===== src/rtl/ptlik_sqrt_cell.sv =====
// one digit step of the integer square root
module ptlik_sqrt_cell #(
	parameter int NW = 34,
	parameter int BIT = 0
) (
	input logic clk,
	input logic en,
	input logic [NW-1:0] n_i,
	input logic [NW-1:0] r_i,
	output logic [NW-1:0] n_o,
	output logic [NW-1:0] r_o
);
	logic [NW-1:0] bitv, t;
	logic ge;
	assign bitv = NW'(1) << BIT;
	assign t = r_i + bitv;
	assign ge = n_i >= t;

	always_ff @(posedge clk) begin
		if (en) begin
			n_o <= ge ? n_i - t : n_i;
			r_o <= ge ? (r_i >> 1) + bitv : r_i >> 1;
		end
	end
endmodule


===== config.mk =====
export PLATFORM = sky130hd
export DESIGN_NAME = ptlik_sqrt_cell
export DESIGN_NICKNAME = d
export VERILOG_FILES = /design/src/rtl/ptlik_sqrt_cell.sv
export SDC_FILE = /design/constraint.sdc
export NUM_CORES = 1
export LEC_CHECK = 0
export ABC_CLOCK_PERIOD_IN_PS = 5200
export BUFFER_PORTS_ARGS = -buffer_cell sky130_fd_sc_hd__buf_2
export CAP_MARGIN = 20
export CORE_MARGIN = 10
export CORE_UTILIZATION = 51
export CTS_BUF_LIST = sky130_fd_sc_hd__clkbuf_4 sky130_fd_sc_hd__clkbuf_8
export CTS_CLUSTER_DIAMETER = 60
export DETAILED_ROUTE_END_ITERATION = 8
export PLACE_DENSITY = 0.8
export SLEW_MARGIN = 20
export SYNTH_ARGS = -nofsm -noshare
export SYNTH_HDL_FRONTEND = slang
export SYNTH_SLANG_ARGS = --single-unit

===== constraint.sdc =====
create_clock -name clk -period 5.2 [get_ports clk]
set_input_delay 1.56 -clock clk [delete_from_list [all_inputs] [get_ports clk]]
set_output_delay 1.56 -clock clk [all_outputs]
set_load 0.02 [all_outputs]

==> results summary <==
The total of max-cap violations came out at 0. The total area inside the core boundary comes to 10840 sq um. The net switching power is 0.6364 mW.

The worst-path maximum fanout is 34. The clock period could shrink to 4.935 ns. STA classifies the critical path startpoint as an input pin. The number of clock buffers inserted by TritonCTS came out at 9.

The die outline area is 15680 sq um. The share of total power dissipated in combinational logic is 0.378. STA puts the critical path data required time at 5.30 ns.

For this run, the leading register cell type out of synthesis is edfxtp_1. The initial antenna violation count was 1. In this run the tool buffered the top-level ports with 137 buffer cells. After synthesis the netlist holds a flip-flop and latch count of 68. CTS built an H-tree with a depth of 3. The critical path endpoint category is a register. The run finished with clean final reports. The Yosys warning count came out at 0.

In this run the power density over the cells is 249.4 nW/um^2. The count of flip-flops with a built-in enable after synthesis came out at 68. The total vias in the final route came out at 5445. Setup repair after global routing could not meet its margin everywhere. Summed over all failing endpoints, the final setup total negative slack is 0 ns.

The final-report hold violation count came to 0. The first-pass GRT wire length came out at 28790 um. The sequential cells in the finished layout cover a total of 2042 sq um. The number of setup buffers added after CTS is 0. Of the total synthesized cell area, the portion taken by XOR and XNOR cells is 0.1458. Routability-driven placement finished with a final weighted congestion of 0.9454. The critical path data arrival time is 5.03 ns. The fraction of the mapped netlist area in adder cells is 0.08330.

The buffer levels on the longest clock path is 2. The final count of pins violating max slew came out at 0. The simple-gate share of the synthesized area came out at 0.2054. The tree is rooted in a clkbuf_8. The number of top-level pins came out at 138. The classification of the worst setup path is in -> reg. The path type of the worst min-delay path is in -> reg. Leaving out fill and tap cells, the most frequent cells in the layout are buf_2, edfxtp_1, nor2_1. The DRC violation count after routing came out at 0. The number of global-route vias before repair came out at 5429.

The overall power after layout is 1.753 mW. The synthesized area divided by synthesized cell count is 8.951 sq um. The detailed-route vias per instance came out at 5.672. Of the total power, the share spent switching nets is 0.3630. The net count reported at finish came out at 921. The total of endpoints with negative setup slack in the final report came out at 0. The async set or reset register ratio after synthesis is 0.

The detailed-route wire length per cell came out at 18.87 um. In the final layout, the share of cells above drive strength 1 is 0.2857. The net count of the mapped netlist came out at 738. The library cell used most frequently in the layout, excluding fill and tap cells, is buf_2. The overall fraction of global-route tracks in use came out at 0.2240.

The total of fill cells in the finished design is 939. The share of total power dissipated in the clock network is 0.225. The die is 125.2 um tall. The post-detailed-placement half-perimeter wirelength came out at 14570 um. After synthesis, the share of cell area in mux cells is 0.003545. The count of standard-cell rows came out at 38. The post-synthesis instance total came out at 631. The area added between synthesis and finish is 24.48%.

After the first detailed-routing iteration, the DRC count stood at 561. The hold buffer count at CTS came out at 0. The clock drives 68 sinks. The area of the multi-input gates came out at 3405 sq um. The share of power burned in registers came out at 0.397.

The standby leakage power is 2.921 nW. The unique cell type count in the Yosys netlist came out at 63. The pre-CTS setup slack is -0.05888 ns. The total overflow left after global routing is 0. By area, the combinational part of the netlist is dominated by simple AND/OR/NAND/NOR gates. After synthesis the cells add up to 5648 sq um. The sequential share of the synthesized area came out at 0.3615.

TritonCTS built the clock tree. The fraction of the cycle the final worst path needs came out at 0.9491. The compound-gate portion of the synthesized area came out at 0.1622. Headroom to the max-slew limit came out at 0.5353.

The initial utilization of the core area, before any placement, comes to 0.5210. For this run, the share of the core covered by cells in the final layout is 0.6485. Entering global routing, the biggest net connects 40 pins. The peak supply drop came out at 0.0001384 V. The number of nets still failing antenna checks after routing came out at 0.

The CTS clock-pin slew for the worst setup and hold paths is 0.08 ns. The slew at the pin closest to its max-slew limit came out at 0.6970 ns. Before antenna repair, the detailed router went through 5 iterations. The die is 125.2 um wide. The cell internal power dissipation came out at 1.117 mW. The final layout contains routed wiring with a total length of 18120 um.

The highest clock frequency the design can meet came out at 202.6 MHz. The worst setup slack after layout came out at 0.2647 ns. The number of resized instances in the post-cts repair step is 0.
==> logic make-up (layout without fill, tap and decap cells) <==
logic type      after synthesis  after routing
simple gates                240            241
compound gates              144            144
xor+xnor                     94             94
flops                        68             68
buf+inv                      46            233
fa+ha+maj                    37             37
mux                           2              2
other cells                   0              1
==> worst max-delay path, cell delays in order <==
cell and delay (ns):
buf_2 0.11, and4_1 0.23, and3_1 0.21, and3_1 0.18, nand3_1 0.11, nor2_2 0.11
and3_1 0.23, nand3_1 0.10, xor2_1 0.18, ha_2 0.39, nand2_1 0.11, o211ai_1 0.23
a221oi_1 0.12, or3_1 0.31, a31o_1 0.25, nand2_2 0.12, buf_12 0.19, nand3_1 0.12
xnor2_1 0.16
==> final cells by class <==
class	instances	share of cell area
diodes	1	0.0003559
clock buffers	11	0.01975
clock inverters	5	0.004093
inverters	16	0.008542
multi-input cells	518	0.4843
flip-flops and latches	68	0.2904
well taps	140	0.02492
repair buffers	201	0.1676
==> power by group through the flow <==
stage | Clock, mW | Combinational, mW | Sequential [mW]
after floorplan | 0 | 0.323 | 0.794
final | 0.395 | 0.662 | 0.696
after detailed placement | 0 | 0.652 | 0.708
after global placement | 0 | 0.646 | 0.706
after CTS | 0.403 | 0.656 | 0.697
after global routing | 0.426 | 0.726 | 0.702
==> per-stage QoR <==
| step | instances | area (sq um) | hold slack (ns) |
|---|---|---|---|
| after floorplan | 631 | 5648 | 1.673 |
| after global placement | 942 | 6845 | 1.866 |
| after detailed placement | 942 | 6845 | 1.868 |
| after CTS | 958 | 7013 | 1.491 |
| after global routing | 960 | 7030 | 1.496 |
| final | 960 | 7030 | 1.502 |
==> registers in the layout (all words and copies together) (netlist names) <==
register,count
n_o,34
r_o,34
==> synthesized netlist by cell type, types with 2 or more instances <==
library cell / count / share of area
a2111oi_0: 2 / 0.0031
ha_1: 36 / 0.080
nand4_1: 23 / 0.025
a41oi_1: 2 / 0.0031
buf_2: 12 / 0.011
xnor2_1: 56 / 0.087
edfxtp_1: 68 / 0.36
clkbuf_1: 8 / 0.0053
nand2_2: 2 / 0.0022
nor2b_1: 7 / 0.0078
nand3_1: 36 / 0.032
o2111ai_1: 2 / 0.0031
and3_1: 8 / 0.0089
nor2_2: 2 / 0.0022
o21ai_1: 5 / 0.0044
and4_1: 5 / 0.0078
a221o_1: 2 / 0.0035
inv_1: 16 / 0.011
o21bai_1: 4 / 0.0053
a211oi_1: 3 / 0.0040
buf_4: 2 / 0.0027
a21boi_0: 2 / 0.0027
o211ai_1: 3 / 0.0040
a211o_1: 2 / 0.0031
nor4_1: 3 / 0.0033
nand2_1: 57 / 0.038
or4_1: 2 / 0.0027
or3_1: 2 / 0.0022
a31oi_1: 5 / 0.0055
xor2_1: 38 / 0.059
o21ai_0: 25 / 0.022
and2_1: 5 / 0.0055
nor3_1: 11 / 0.0097
nand2b_1: 5 / 0.0055
a21oi_1: 53 / 0.047
o21a_1: 2 / 0.0027
mux2i_1: 2 / 0.0035
buf_6: 2 / 0.0040
a21o_1: 14 / 0.019
nor2_1: 68 / 0.045
a221oi_1: 2 / 0.0031
clkbuf_2: 5 / 0.0044
a311oi_1: 2 / 0.0031
==> worst paths after layout <==
check | from | end | slack, ns | cells after the start
setup / recovery | r_i[7] | r_o[24]$_DFFE_PP_ | 0.26 | 19
hold / removal | n_i[7] | n_o[7]$_DFFE_PP_ | 1.50 | 3
==> per-layer routing <==
metal  vias to the layer above  global-route usage  part of all wire
li1                       2678                   -                 -
met2                       230              0.3376              0.45
met3                        23             0.04943             0.070
met5                         -                   0                 0
met1                      2514              0.3133              0.47
met4                         0             0.06775             0.017
(Power assumes the default switching activity.)
