--- config.mk ---
export PLATFORM = sky130hd
export DESIGN_NAME = ptlik_div_cell
export DESIGN_NICKNAME = d
export VERILOG_FILES = /design/src/rtl/ptlik_div_cell.sv
export SDC_FILE = /design/constraint.sdc
export NUM_CORES = 1
export LEC_CHECK = 0
export BUFFER_PORTS_ARGS = -buffer_cell sky130_fd_sc_hd__buf_2
export CORE_MARGIN = 2
export CORE_UTILIZATION = 47
export CTS_BUF_LIST = sky130_fd_sc_hd__clkbuf_16
export CTS_CLUSTER_DIAMETER = 40
export DETAILED_ROUTE_END_ITERATION = 7
export PLACE_DENSITY = 0.77
export SYNTH_ARGS = -nofsm -noshare
export SYNTH_HDL_FRONTEND = slang
export SYNTH_SLANG_ARGS = --single-unit
--- constraint.sdc ---
create_clock -name clk -period 2.9 [get_ports clk]
set_clock_uncertainty 0.15 [all_clocks]
set_input_delay 0.29 -clock clk [delete_from_list [all_inputs] [get_ports clk]]
set_output_delay 0.29 -clock clk [all_outputs]
set_load 0.05 [all_outputs]
--- src/rtl/ptlik_div_cell.sv ---
// one restoring division step: compare, subtract, shift in a quotient bit
module ptlik_div_cell #(
	parameter int RWD = 49,
	parameter int QW = 17
) (
	input logic clk,
	input logic en,
	input logic [RWD-1:0] rem_i,
	input logic [RWD-1:0] den_i,
	input logic [QW-1:0] quo_i,
	output logic [RWD-1:0] rem_o,
	output logic [RWD-1:0] den_o,
	output logic [QW-1:0] quo_o
);
	logic ge;
	assign ge = rem_i >= den_i;

	always_ff @(posedge clk) begin
		if (en) begin
			rem_o <= ge ? rem_i - den_i : rem_i;
			den_o <= den_i;
			quo_o <= {quo_i[QW-2:0], ge};
		end
	end
endmodule

==> impl_metrics.csv, run 1 <==
group,metric,value,unit
run_status,status,"finished, final reports clean",
finish,finalNonFillerCells,1361,
clock_tree,cts_max_path_buffers,2,
finish,multi_input_area,0.003620,mm^2
floorplanning,rows,45,
floorplanning,die_w,128.8,um
pwr,leakagePower,5.215,nW
route,drt_iter0_markers,600,
floorplanning,die_area,0.01658,mm^2
sta,finalWorstPathRequiredPeriod,2.778,ns
setup_path,worstSetupStartpoint,"den_i[3]",
sta,hold_viol_final,0,
floorplanning,coreArea,0.01520,mm^2
global_route,grt.total_usage,0.2678,
synth,seq_area_frac_synth,0.4719,
global_route,grt_pass1_vias,7286,
synth,netlist_area,0.007318,mm^2
finish,final_util,0.7308,
setup_path,worstPathRequired,2.91,ns
route,highest_layer,"met4",
placed_design,gp_congestion,0.8977,
clock_tree,clockRootBuffer,"clkbuf_16",
route,vias,7154,
placed_design,place_ws,-0.5858,ns
synth,synth_edf_count,115,
setup_path,crit_top_cell,"o21ai_1",
setup_path,cpPeakStageDelay,0.40,ns
global_route,grt_pass1_wl,34640,um
clock_tree,cts_max_level,4,
setup_path,critPathSlowestCell,"ha_1",
finish,fillCellCount,1138,
pwr,vdd_drop_max,0.0003729,V
setup_path,cp-start-kind,"primary input",
synth,yosysWarningCount,0,
worst_hold_path,hp-class,"primary input to flip-flop",
synth,ys_ff_latch,115,
sta,tightest_slew,0.6371,ns
route,wl_met1,9267,um
placed_design,dp_hpwl,16000,um
finish,area_growth,51.80,%
synth,synth_cell_types,67,
route,wl_met2,10880,um
placed_design,dp_cells,1264,
setup_path,path_class,"primary input to flip-flop",
clock_tree,cts_tree,"yes",
setup_path,crit_family,"compound AO/OA/AOI/OAI gates",
route,first_pass_iters,5,
clock_tree,cts_num_sinks,115,
finish,final_cell_mix,"buf_2, buf_4, edfxtp_1",
setup_path,cp-end-kind,"flip-flop",
synth,syn-instance-count,721,
pwr,power_density,584.3,mW/mm^2
finish,seqCellArea,0.003453,mm^2
setup_path,cp.arrival,2.79,ns
floorplanning,fp.dieH,128.8,um
finish,final_common_cell,"buf_2",
synth,async_flop_share,0,
route,drc,0,
floorplanning,start_util,0.4814,
finish,drive_gt1_frac,0.3922,
sta,timing.hold.ws,0.02094,ns
global_route,overflow,0,
setup_path,cp.depth,13,
clock_tree,clk_transition_reported_paths,0.06,ns
sta,maxSlewHeadroom,0.5753,
global_route,antenna_found_initial,0,
route,drt-total-wl,21870,um
sta,fmax,359.9,MHz
floorplanning,pin_count,232,
finish,nets,1327,
route,ant_nets,0,
sta,fin_crit_sh,0.9580,
setup_path,path_max_fanout,6,
synth,ys.flop_type,"edfxtp_1",
finish,antenna_cells,0,
route,vias_per_cell,5.256,
global_route,grt_max_degree,116,
route,met3_length,1178,um
sta,setup_tns,0,ns
route,wl_per_cell,16.07,um
job,drv_cap,0,
setup_path,path_buf_inv,3,
sta,rsz0062_at_grt,"false",
setup_path,crit_end,"rem_o[45]",
placed_design,port_buffers,230,
sta,setup_violations,0,
sta,slew_violations,0,
sta,fin_ws,0.1218,ns
synth,synth.net_count,888,
setup_path,crit_chain,"buf_2 -> inv_1 -> ha_1 -> nand2_1 -> a21oi_1 -> o21ai_1 -> a311oi_2 -> o21ai_1 -> a21oi_2 -> o21ai_4 -> buf_4 -> a2111oi_2 -> a211oi_2",
synth,syn_area_per_cell,10.15,um^2
clock_tree,cts_inserted_buffers,17,
==> metrics by stage <==
step | instance area, um^2 | total power, mW
finish | 11110 | 6.492
global route | 11110 | 6.763
CTS | 11080 | 6.494
detailed placement | 9826 | 4.304
global placement | 9826 | 4.269
floorplan | 7455 | 3.584
==> worst min-delay path by stage <==
stage | end | slack (ns) | depth (start not counted) | startpoint
3_3_place_gp | quo_o[6] | 0.32 | 1 | quo_i[5]
3_5_place_dp | quo_o[4] | 0.32 | 1 | quo_i[3]
2_1_floorplan | den_o[0] | 0.24 | 0 | den_i[0]
5_1_grt | den_o[15] | 0.008 | 2 | den_i[15]
4_1_cts | den_o[15] | 0.004 | 2 | den_i[15]
6_report | rem_o[14] | 0.02 | 3 | rem_i[14]
==> layer usage <==
metal	global-route usage	up-vias
met5	0	-
met4	0.09910	0
met3	0.06279	43
met2	0.4609	259
met1	0.3289	3327
li1	-	3525
==> cell type report <==
cell class	count	share of cell area
Clock buffer	17	0.03829
Tap cell	188	0.02117
Inverter	57	0.02039
Clock inverter	15	0.01509
Timing Repair Buffer	448	0.2684
Sequential cell	115	0.3108
Multi-Input combinational cell	521	0.3258
==> logic make-up after synthesis <==
logic type                 synth area share
and+or+nand+nor                      0.1335
buffers and inverters               0.05300
xor gates and xnor gates            0.04308
adders and majority gates           0.08651
DFF                                  0.4719
muxes                              0.006839
AOI/OAI and AO/OA                    0.2052
==> registers in the layout, indices dropped and copies added, names as in the netlist <==
signal  cells
den_o      49
quo_o      17
rem_o      49
==> worst min-delay path, cell delays in order <==
cell and delay, ns:
buf_2 0.10, nand2_1 0.05, o31ai_1 0.05
==> synthesized netlist by cell type (all sizes together), types with 7 or more instances <==
master    n  share of area
nand2    51          0.026
clkbuf    8         0.0041
o211ai    8         0.0082
inv      57          0.030
nor3      9         0.0062
buf      20          0.019
a21o     42          0.043
o21bai    9         0.0092
xnor2    22          0.026
ha       49          0.084
o21a      7         0.0072
or2       7         0.0060
nand3    17          0.012
a21oi    83          0.057
xor2     14          0.017
nor2     77          0.039
nand4    11          0.012
edfxtp  115           0.47
o21ai    35          0.027
==> timing repair <==
action,CTS,global route
resized for setup,3,9
gates cloned,0,0
buffers inserted,0,0
pin swaps,0,2
hold buffers,65,0
endpoints found under the setup margin,43,31
endpoints found under the hold margin,65,0
==> power by group <==
part / internal (mW) / switching (mW)
Sequential: 2.06 / 0.0457
Combinational: 0.827 / 1.45
Clock: 1.34 / 0.775
Power figures use the tool's default switching activity.
==> run 2, diff against run 1 <==
--- a/config.mk
+++ b/config.mk
@@ -12,4 +12,5 @@
 export CTS_CLUSTER_DIAMETER = 40
 export DETAILED_ROUTE_END_ITERATION = 7
+export HOLD_SLACK_MARGIN = 0.12
 export PLACE_DENSITY = 0.77
 export SYNTH_ARGS = -nofsm -noshare
==> constraint.sdc (replaced) <==
create_clock -name clk -period 2.9 [get_ports clk]
set_clock_uncertainty 0.15 [all_clocks]
set_input_delay 0.435 -clock clk [delete_from_list [all_inputs] [get_ports clk]]
set_output_delay 0.435 -clock clk [all_outputs]
set_load 0.05 [all_outputs]
==> run 2 against run 1 <==
Effect of this change: the flow now finishes with violations (setup timing); non-clock buffer count up 41; critical path depth grew 1; sequential cell count stayed put; setup slack got worse by 0.15 ns; critical endpoint unchanged.
==> impl_metrics.csv, run 2 (same netlist as run 1, synthesis figures left out) <==
group,metric,value,unit
route,vias,7558,
placed_design,port_buffers,230,
clock_tree,cts_inserted_buffers,17,
sta,setup_violations,1,
finish,final_util,0.7965,
setup_path,cp-start-kind,"primary input",
setup_path,critPathSlowestCell,"a2111oi_2",
placed_design,gp_congestion,0.8750,
route,ant_nets,0,
finish,multi_input_area,0.004179,mm^2
setup_path,crit_top_cell,"buf_4",
setup_path,worstPathRequired,2.92,ns
clock_tree,clockRootBuffer,"clkbuf_16",
finish,nets,1368,
floorplanning,start_util,0.4814,
floorplanning,fp.dieH,128.8,um
global_route,grt_max_degree,63,
sta,fin_crit_sh,1.010,
finish,seqCellArea,0.003453,mm^2
worst_hold_path,hp-class,"primary input to flip-flop",
sta,hold_viol_final,0,
pwr,p_clk_frac,0.315,
sta,maxSlewHeadroom,0.6194,
sta,tightest_slew,0.5649,ns
floorplanning,rows,45,
finish,drive_gt1_frac,0.4889,
clock_tree,cts_max_level,4,
global_route,antenna_found_initial,0,
job,drv_cap,0,
sta,rsz0062_at_grt,"true",
pwr,combinationalPowerShare,0.378,
floorplanning,die_area,0.01658,mm^2
pwr,p_int,4.414,mW
sta,fmax,341.4,MHz
clock_tree,cts_tree,"yes",
route,drt-total-wl,24180,um
global_route,overflow,0,
sta,setup_tns,-0.02952,ns
setup_path,cpPeakStageDelay,0.39,ns
setup_path,crit_end,"rem_o[45]",
pwr,power_density,566.1,mW/mm^2
finish,final_cell_mix,"buf_2, buf_4, edfxtp_1",
setup_path,path_class,"primary input to flip-flop",
clock_tree,cts_max_path_buffers,2,
setup_path,worstSetupStartpoint,"den_i[17]",
finish,fillCellCount,922,
finish,area_growth,65.46,%
floorplanning,die_w,128.8,um
placed_design,dp_cells,1290,
clock_tree,clk_transition_reported_paths,0.06,ns
pwr,switching_power,2.441,mW
setup_path,cp.arrival,2.94,ns
global_route,grt.total_usage,0.2684,
sta,finalWorstPathRequiredPeriod,2.930,ns
global_route,grt_pass1_vias,7406,
setup_path,path_max_fanout,5,
pwr,p_seq_frac,0.307,
floorplanning,coreArea,0.01520,mm^2
sta,slew_violations,0,
route,drt_iter0_markers,529,
finish,finalNonFillerCells,1401,
placed_design,dp_hpwl,15830,um
sta,fin_ws,-0.02952,ns
route,drc,0,
pwr,p_total,6.855,mW
clock_tree,cts_num_sinks,115,
route,first_pass_iters,5,
pwr,swShare,0.3560,
setup_path,cp-end-kind,"flip-flop",
setup_path,crit_chain,"buf_2 -> inv_1 -> ha_1 -> buf_4 -> nand4_1 -> nor3_1 -> a32oi_1 -> nand2b_1 -> or2_4 -> a21oi_2 -> o211ai_1 -> buf_4 -> a2111oi_2 -> a211oi_2",
pwr,leakagePower,5.499,nW
finish,antenna_cells,0,
route,wl_per_cell,17.26,um
finish,reg.largest.list,"den_o (49), rem_o (49), quo_o (17)",
global_route,grt_pass1_wl,34930,um
route,vias_per_cell,5.395,
floorplanning,pin_count,232,
finish,final_common_cell,"buf_2",
pwr,vdd_drop_max,0.0004030,V
run_status,violations,"setup timing",
run_status,status,"finished with violations",
[run 2: worst min-delay path by stage]
stage,depth (start not counted),slack (ns),endpoint,startpoint
after CTS,1,0.16,den_o[42],den_i[42]
final,1,0.15,den_o[42],den_i[42]
after global routing,1,0.15,den_o[42],den_i[42]
after global placement,1,0.46,quo_o[14],quo_i[13]
after detailed placement,1,0.46,quo_o[15],quo_i[14]
after floorplan,0,0.38,den_o[0],den_i[0]
[run 2: metrics by stage]
step / worst slack (ns) / hold WS [ns] / cell area [um^2]
detailed placement: -0.5369 / 0.4633 / 10180
finish: -0.02952 / 0.1454 / 12110
global placement: -0.4312 / 0.4610 / 10180
CTS: -0.01453 / 0.1566 / 11450
global route: -0.1310 / 0.1451 / 12110
floorplan: -0.1437 / 0.3839 / 7591
[run 2: power groups by stage]
stage / Sequential [mW] / Combinational, mW / Clock (mW)
floorplan: 2.78 / 0.852 / 0
global placement: 2.13 / 2.23 / 0
detailed placement: 2.13 / 2.26 / 0
CTS: 2.10 / 2.35 / 2.17
global route: 2.12 / 2.75 / 2.23
finish: 2.10 / 2.59 / 2.16
[run 2: routing by layer]
metal | vias up | wire length, um | global-route usage | part of all wire
met5 | - | 0 | 0 | 0
met4 | 0 | 694 | 0.1113 | 0.029
met3 | 53 | 1546 | 0.05239 | 0.064
met2 | 308 | 12400 | 0.4734 | 0.51
met1 | 3579 | 9539 | 0.3215 | 0.39
li1 | 3618 | - | - | -
[run 2: worst max-delay path, delay by kind of cell]
kind | cells | cell delay (ns)
adders and majority gates | 1 | 0.32
and+or+nand+nor | 4 | 0.66
AOI/OAI and AO/OA | 5 | 1.04
buffers and inverters | 4 | 0.50
[run 2: layout make-up]
cell class / instances / area share
inverter: 57 / 0.01932
clock inverter: 14 / 0.01478
multi-input combinational: 521 / 0.3451
clock buffer: 17 / 0.03513
sequential: 115 / 0.2852
timing repair buffer: 489 / 0.2810
tap: 188 / 0.01943
[run 2: timing repair]
action / 4_1_cts / 5_1_grt
hold buffers: 64 / 0
gates resized for setup: 9 / 97
buffers inserted: 0 / 14
pin swaps: 0 / 29
endpoints found under the setup margin: 44 / 50
hold endpoints to repair: 64 / 0
cloned: 0 / 3
