[src/rtl/ptlik_pkg.sv]
// shared constants, types and tables of the two-link inverse kinematics pipeline
package ptlik_pkg;

	localparam int CW = 24;
	localparam int FB = 16;
	localparam int LW = 23;
	localparam int NS = 18;
	localparam int AW = 34;
	localparam int VW = 60;
	localparam int RW = 34;
	localparam int DIV_N = FB + 1;
	localparam int DRW = 2 * CW + 1;
	localparam int SQ1_N = FB + 1;
	localparam int SQ1W = 2 * FB + 2;
	localparam int SQ2_N = CW + 1;
	localparam int SQ2W = 2 * CW + 3;
	localparam int PW = LW + FB + 3;
	localparam int ASH = 30 - FB;

	localparam logic [1:0] REG_L1 = 2'd0;
	localparam logic [1:0] REG_L2 = 2'd1;
	localparam logic [1:0] REG_ELB = 2'd2;

	localparam logic signed [AW+1:0] PI_Q30 = 36'sd3373259426;
	localparam logic signed [AW+1:0] HALF_PI_Q30 = 36'sd1686629713;
	localparam logic signed [AW+1:0] TWO_PI_Q30 = 36'sd6746518852;
	localparam logic signed [RW-1:0] GAIN_INV_Q30 = 34'sd652032874;

	typedef struct packed {
		logic signed [CW-1:0] x;
		logic signed [CW-1:0] y;
		logic bad;
		logic neg;
		logic signed [FB+1:0] c;
		logic signed [FB+1:0] s;
		logic [2:0] vz;
		logic signed [FB+3:0] q1;
		logic signed [FB+2:0] q2;
		logic [1:0] rneg;
		logic signed [CW-1:0] ax;
		logic signed [CW-1:0] ay;
	} ctx_t;

	function automatic logic signed [AW-1:0] atan_q30(input int unsigned i);
		case (i)
			0: return 34'sd843314857;
			1: return 34'sd497837829;
			2: return 34'sd263043837;
			3: return 34'sd133525159;
			4: return 34'sd67021687;
			5: return 34'sd33543516;
			6: return 34'sd16775851;
			7: return 34'sd8388437;
			8: return 34'sd4194283;
			9: return 34'sd2097149;
			10: return 34'sd1048576;
			11: return 34'sd524288;
			12: return 34'sd262144;
			13: return 34'sd131072;
			14: return 34'sd65536;
			15: return 34'sd32768;
			16: return 34'sd16384;
			17: return 34'sd8192;
			18: return 34'sd4096;
			19: return 34'sd2048;
			20: return 34'sd1024;
			21: return 34'sd512;
			22: return 34'sd256;
			23: return 34'sd128;
			24: return 34'sd64;
			25: return 34'sd32;
			26: return 34'sd16;
			27: return 34'sd8;
			default: return '0;
		endcase
	endfunction

	// left shift that brings the leading one to bit 55
	function automatic logic [5:0] norm_shift(input logic [55:0] m);
		logic [5:0] msb;
		msb = '0;
		for (int i = 0; i < 56; i++) begin
			if (m[i]) msb = 6'(i);
		end
		return 6'd55 - msb;
	endfunction

endpackage

[src/rtl/ptlik_cordic_cell.sv]
// one cordic micro-rotation, vectoring or rotation mode
module ptlik_cordic_cell import ptlik_pkg::*; #(
	parameter int W = 60,
	parameter int IDX = 0,
	parameter bit VEC = 1'b1
) (
	input logic clk,
	input logic en,
	input logic signed [W-1:0] x_i,
	input logic signed [W-1:0] y_i,
	input logic signed [AW-1:0] z_i,
	output logic signed [W-1:0] x_o,
	output logic signed [W-1:0] y_o,
	output logic signed [AW-1:0] z_o
);
	logic signed [W-1:0] dx, dy;
	logic ccw;
	assign dx = y_i >>> IDX;
	assign dy = x_i >>> IDX;
	assign ccw = VEC ? y_i[W-1] : ~z_i[AW-1];

	always_ff @(posedge clk) begin
		if (en) begin
			if (ccw) begin
				x_o <= x_i - dx;
				y_o <= y_i + dy;
				z_o <= z_i - atan_q30(IDX);
			end else begin
				x_o <= x_i + dx;
				y_o <= y_i - dy;
				z_o <= z_i + atan_q30(IDX);
			end
		end
	end
endmodule

[config.mk]
export PLATFORM = sky130hd
export DESIGN_NAME = ptlik_cordic_cell
export DESIGN_NICKNAME = d
export VERILOG_FILES = /design/src/rtl/ptlik_pkg.sv /design/src/rtl/ptlik_cordic_cell.sv
export SDC_FILE = /design/constraint.sdc
export NUM_CORES = 1
export LEC_CHECK = 0
export BUFFER_PORTS_ARGS = -buffer_cell sky130_fd_sc_hd__buf_4
export CAP_MARGIN = 15
export CORE_MARGIN = 1.5
export CORE_UTILIZATION = 40
export CTS_CLUSTER_DIAMETER = 50
export CTS_CLUSTER_SIZE = 20
export DETAILED_ROUTE_END_ITERATION = 8
export PLACE_DENSITY = 0.63
export SLEW_MARGIN = 40
export SYNTH_ARGS = -nofsm -noshare
export SYNTH_HDL_FRONTEND = slang
export SYNTH_SLANG_ARGS = --single-unit
export TNS_END_PERCENT = 100
[constraint.sdc]
create_clock -name clk -period 3.9 [get_ports clk]
set_input_delay 0.78 -clock clk [delete_from_list [all_inputs] [get_ports clk]]
set_output_delay 0.78 -clock clk [all_outputs]
set_load 0.005 [all_outputs]
==> impl_metrics.csv, run 1 <==
group,metric,value,unit
cts,clk_path_buf_depth,2,
floorplanning,pin_count,310,
place,dp_hpwl,60.07,mm
setup_path,worstPathMaxFanout,7,
power,power_density,316.3,nW/um2
timing,finalHoldViolCount,0,
cts,clockRootBuffer,"clkbuf_16",
floorplanning,die_area,45360,um2
global_route,track_usage,0.3142,
logic_synthesis,async_flop_share,0,
layout,layout-drive-gt1-share,0.2982,
drt,first_pass_iters,8,
setup_path,crit_path_cell_trace,"buf_4 -> inv_1 -> ha_2 -> buf_4 -> and2_2 -> o21a_1 -> a2111oi_4 -> nor2_2 -> a221o_1 -> o41a_1 -> a21o_1 -> a2111oi_2 -> a311o_1 -> xnor2_1",
layout,final_common_cell,"buf_4",
setup_path,startpoint,"x_i[5]",
cts,cts.clk_slew.worst_paths,0.07,ns
layout,syn_to_final_growth,38.13,%
cts,ctsHtreeMaxLevel,4,
cts,clock-sinks,153,
setup_path,setup.worst_path.class,"primary input to register",
worst_hold_path,worstHoldEndpoint,"z_o[0]",
run_status,status,"completed",
floorplanning,die_x,213.0,um
logic_synthesis,yosys-top-cells-area,"edfxtp_1 (26%), ha_1 (16%), a21oi_1 (8.2%)",
setup_path,cp-end-kind,"register",
global_route,grt_pass1_vias,18700,
timing,worst_pin_slew,0.7414,ns
logic_synthesis,yosys_warnings,0,
logic_synthesis,syn_area,17640,um2
logic_synthesis,synth_area_leader_cell,"edfxtp_1",
layout,layout.nets,3210,
setup_path,crit_path_frequent_cell,"buf_4",
floorplanning,initial_core_util,0.4076,
logic_synthesis,syn-num-nets,2522,
place,gp_congestion,1.056,
setup_path,required,4.14,ns
timing,max_freq,262.3,MHz
setup_path,cpMaxStageDelayCell,"o41a_1",
power,ir_drop,329.4,uV
floorplanning,placeableCoreArea,43270,um2
logic_synthesis,synth_top_area_frac,0.2605,
worst_hold_path,hp-class,"primary input to register",
power,p_leak,11.32,nW
cts,cts_tree,"done",
layout,fillers,4059,
worst_hold_path,hold_depth,2,
logic_synthesis,synth_cell_type_count,93,
drt,drt_iter0_drc,1914,
drt,wire_per_inst,21.04,um
timing,final_max_slew_viol_count,0,
floorplanning,num_rows,76,
timing,fin_setup_tns,0,ns
logic_synthesis,synth_area_per_cell,8.245,um2
timing,setup_viol,0,
cts,cts_made_buffers,17,
worst_hold_path,worstHoldStart,"z_i[0]",
place,port_buffers,309,
setup_path,startpoint_type,"primary input",
drt,finalWirelength,72.07,mm
drt,dr_total_vias,19300,
floorplanning,fp.dieH,213.0,um
global_route,antenna_found_initial,1,
drt,drc,0,
timing,max_slew_margin,0.5057,
layout,antennaDiodeCount,0,
drt,viasPerCell,5.634,
timing,period_minus_slack,3.812,ns
global_route,grt_max_degree,90,
place,pre_cts_slack,-0.6994,ns
global_route,grt_pass1_wl,107.3,mm
setup_path,slowest_delay,0.42,ns
logic_synthesis,synth-edff-count,153,
flow_run,cap_violations,0,
setup_path,worstPathArrival,4.06,ns
timing,period_share,0.9774,
layout,final_cell_mix,"buf_4 (758), a21oi_1 (288), ha_1 (220), inv_1 (188), nor2_1 (164)",
logic_synthesis,ys.flop_type,"edfxtp_1",
global_route,grt_overflow,0,
drt,ant_nets,0,
logic_synthesis,seq_area_frac_synth,0.2605,
logic_synthesis,ys_seq_elements,153,
logic_synthesis,synthCells,2139,
timing,setup_ws,0.08812,ns
power,power,7.704,mW
## worst max-delay path by stage
stage / end / cells past startpoint
floorplan: z_o[29] / 15
global placement: y_o[53] / 16
detailed placement: y_o[53] / 16
CTS: y_o[55] / 15
global route: y_o[51] / 16
finish: y_o[56] / 14
## synth_stat cells, drive strengths merged, types with 4 or more instances
library cell,instances
and3,10
xnor2,127
edfxtp,153
o41ai,6
fa,4
nor2,166
o21a,19
a31oi,17
xor2,21
a221o,5
o31a,8
o211ai,16
or2,5
inv,191
a221oi,6
nand3,29
a211o,5
o31ai,31
o21bai,67
o311ai,5
clkinv,5
nor4,26
nand2,136
a211oi,30
a21boi,7
nor3b,4
a21o,64
o2bb2ai,4
o221ai,4
mux2i,28
nor2b,18
ha,223
nor3,47
a2111oi,11
or3,8
clkbuf,67
and2,11
a21oi,290
nand4,31
buf,25
nand2b,21
o21ai,140
## flip-flops by register name, summed over array words and instances (netlist names)
register	flops
x_o	60
y_o	59
z_o	34
## power by group
| part | internal [mW] | switching (mW) |
|---|---|---|
| clock | 0.940 | 0.766 |
| sequential | 2.20 | 0.120 |
| combinational | 1.71 | 1.96 |
## stage by stage
stage	cells	area, um2	hold WS [ns]	util
CTS	3423	24230	0.5277	0.5601
detailed placement	3391	23630	1.060	0.5461
global placement	3391	23620	1.063	0.5460
finish	3425	24360	0.5659	0.5630
floorplan	2139	17640	0.8925	-
global route	3425	24360	0.5531	0.5630
## cell families after synthesis
logic type | share of synthesized area
flops | 0.2605
mux | 0.01653
simple gates | 0.1407
compound gates | 0.2779
buf+inv | 0.06811
xor+xnor | 0.07350
fa+ha+maj | 0.1628
## per-layer routing
metal | global-route usage | vias up | part of all wire
li1 | - | 9115 | -
met4 | 0.1181 | 2 | 0.034
met1 | 0.4090 | 9189 | 0.43
met5 | 0 | - | 0.00018
met2 | 0.5149 | 865 | 0.46
met3 | 0.05942 | 127 | 0.076
## worst max-delay path: cells and delay by family
| kind | cells | cell delay, ns |
|---|---|---|
| AOI/OAI and AO/OA | 7 | 2.25 |
| xor gates and xnor gates | 1 | 0.08 |
| adders and majority gates | 1 | 0.31 |
| buffers and inverters | 3 | 0.37 |
| and+or+nand+nor | 2 | 0.28 |
## final cells by class
class                      instances  area, um2  area share
multi-input combinational       1698      11980      0.4917
inverter                         196      745.7     0.03061
clock inverter                    14      148.9    0.006112
tap                              585      732.0     0.03005
sequential                       153       4594      0.1886
timing repair buffer             761       5733      0.2353
clock buffer                      18      429.2     0.01762
## timing repair
item / 4_1_cts / 5_1_grt
setup buffers: 0 / 2
hold buffers: 0 / 0
setup endpoints to repair: 7 / 26
pin swaps: 0 / 4
resized for setup: 4 / 31
(Power assumes the default switching activity.)
==> run 2: changes to the inputs <==
Settings changed: CORE_ASPECT_RATIO set to 0.7.
==> impl_metrics.csv, run 2 (same netlist as run 1, synthesis figures left out) <==
group,metric,value,unit
run_status,status,"completed",
global_route,grt_overflow,0,
timing,period_share,0.9796,
place,gp_congestion,0.9954,
timing,worst_pin_slew,0.8250,ns
timing,finalHoldViolCount,0,
place,dpl_cell_area,23850,um2
global_route,antenna_found_initial,1,
power,p_leak,11.54,nW
setup_path,worstPathMaxFanout,11,
drt,drc,0,
timing,fin_setup_tns,0,ns
power,power_density,318.4,nW/um2
drt,wire_per_inst,22.33,um
layout,reg_top3,"x_o x60, y_o x59, z_o x34",
cts,cts_tree,"done",
floorplanning,pin_count,310,
global_route,met1_usage,0.5188,
global_route,met2_usage,0.4644,
setup_path,worstPathArrival,4.08,ns
cts,clockRootBuffer,"clkbuf_16",
place,dp_hpwl,64.91,mm
floorplanning,placeableCoreArea,43560,um2
floorplanning,die_area,45380,um2
layout,syn_to_final_growth,40.40,%
place,port_buffers,309,
timing,setup_viol,0,
drt,ant_nets,0,
cts,cts.clk_slew.worst_paths,0.08,ns
global_route,grt-busiest-layer,"met1",
worst_hold_path,hp-class,"primary input to register",
power,power,7.885,mW
drt,finalWirelength,77.50,mm
floorplanning,num_rows,64,
timing,max_freq,261.8,MHz
setup_path,cp-end-kind,"register",
global_route,use_met3,0.08696,
layout,largest_register_ffs,60,
floorplanning,die_x,254.0,um
power,ir_drop,286.5,uV
drt,first_pass_iters,6,
floorplanning,initial_core_util,0.4048,
layout,regMostFlops,"x_o",
timing,rsz0062_at_grt,"true",
timing,whs,0.5789,ns
setup_path,setup.worst_path.class,"primary input to register",
global_route,grt_pass1_wl,113.2,mm
setup_path,startpoint_type,"primary input",
layout,fin_area,24760,um2
cts,ctsHtreeMaxLevel,4,
global_route,grt_pass1_vias,18460,
layout,layout-drive-gt1-share,0.3120,
drt,drt_iter0_drc,2424,
global_route,track_usage,0.3347,
layout,layout.nets,3245,
global_route,grt_max_degree,78,
timing,final_max_slew_viol_count,0,
setup_path,required,4.15,ns
flow_run,cap_violations,0,
cts,cts_made_buffers,17,
floorplanning,fp.dieH,178.7,um
timing,period_minus_slack,3.820,ns
timing,max_slew_margin,0.4442,
layout,final_common_cell,"buf_4",
drt,dr_total_vias,19770,
layout,final_cell_mix,"buf_4 (792), a21oi_1 (286), ha_1 (216), inv_1 (189), nor2_1 (165)",
drt,viasPerCell,5.699,
cts,clock-sinks,153,
cts,clk_path_buf_depth,2,
[run 2: changes by cell type in the layout (fill, tap and decap cells not counted), moves of 3 or more]
cell,previous run,this run
inv_8,0,3
clkinvlp_4,4,0
ha_1,220,216
buf_4,758,792
[run 2: path summary, 6_finish.rpt]
check | start | end | slack, ns | depth (start not counted)
setup / recovery | x_i[12] | x_o[35] | 0.08 | 17
hold / removal | z_i[0] | z_o[0] | 0.58 | 2
[run 2: where the power goes]
part | switching, mW | internal (mW) | leakage, nW
sequential | 0.121 | 2.20 | 1.50
combinational | 2.06 | 1.74 | 9.75
clock | 0.854 | 0.906 | 0.291
[run 2: worst max-delay path, stage by stage]
cell	delay, ns
buf_4	0.08
inv_1	0.03
ha_1	0.30
buf_4	0.14
buf_4	0.17
a21oi_1	0.18
buf_4	0.13
o21bai_1	0.07
a21oi_1	0.26
or3b_4	0.48
a41oi_2	0.32
o21a_2	0.26
buf_4	0.15
o21bai_1	0.06
a21oi_1	0.17
mux2i_1	0.11
xnor2_1	0.37
[run 2: metal layers]
| layer | wire (um) | part of all wire |
|---|---|---|
| met5 | 13 | 0.00017 |
| met3 | 8317 | 0.11 |
| met2 | 30910 | 0.40 |
| met4 | 590 | 0.0076 |
| met1 | 37670 | 0.49 |
[run 2: layout make-up]
cell class	count	area, um2
clock buffers	17	425.4
multi-input cells	1698	12090
fillers	4071	18800
inverters	196	742.0
clock inverters	15	166.4
repair buffers	796	6000
diodes	1	2.502
flip-flops and latches	153	4594
well taps	594	743.2
[run 2: timing repair]
item,in CTS,in global routing
gates resized for setup,18,34
hold buffers,0,0
endpoints found under the setup margin,12,33
buffers inserted,4,4
pin swaps,8,19
cloned,0,0
[run 2: through the flow]
step,std cells,util,setup slack (ns)
floorplan,2139,-,0.1489
global placement,3429,0.5475,-0.8249
detailed placement,3429,0.5475,-0.8013
CTS,3465,0.5636,0.008100
global route,3469,0.5684,-0.02783
finish,3470,0.5684,0.07970
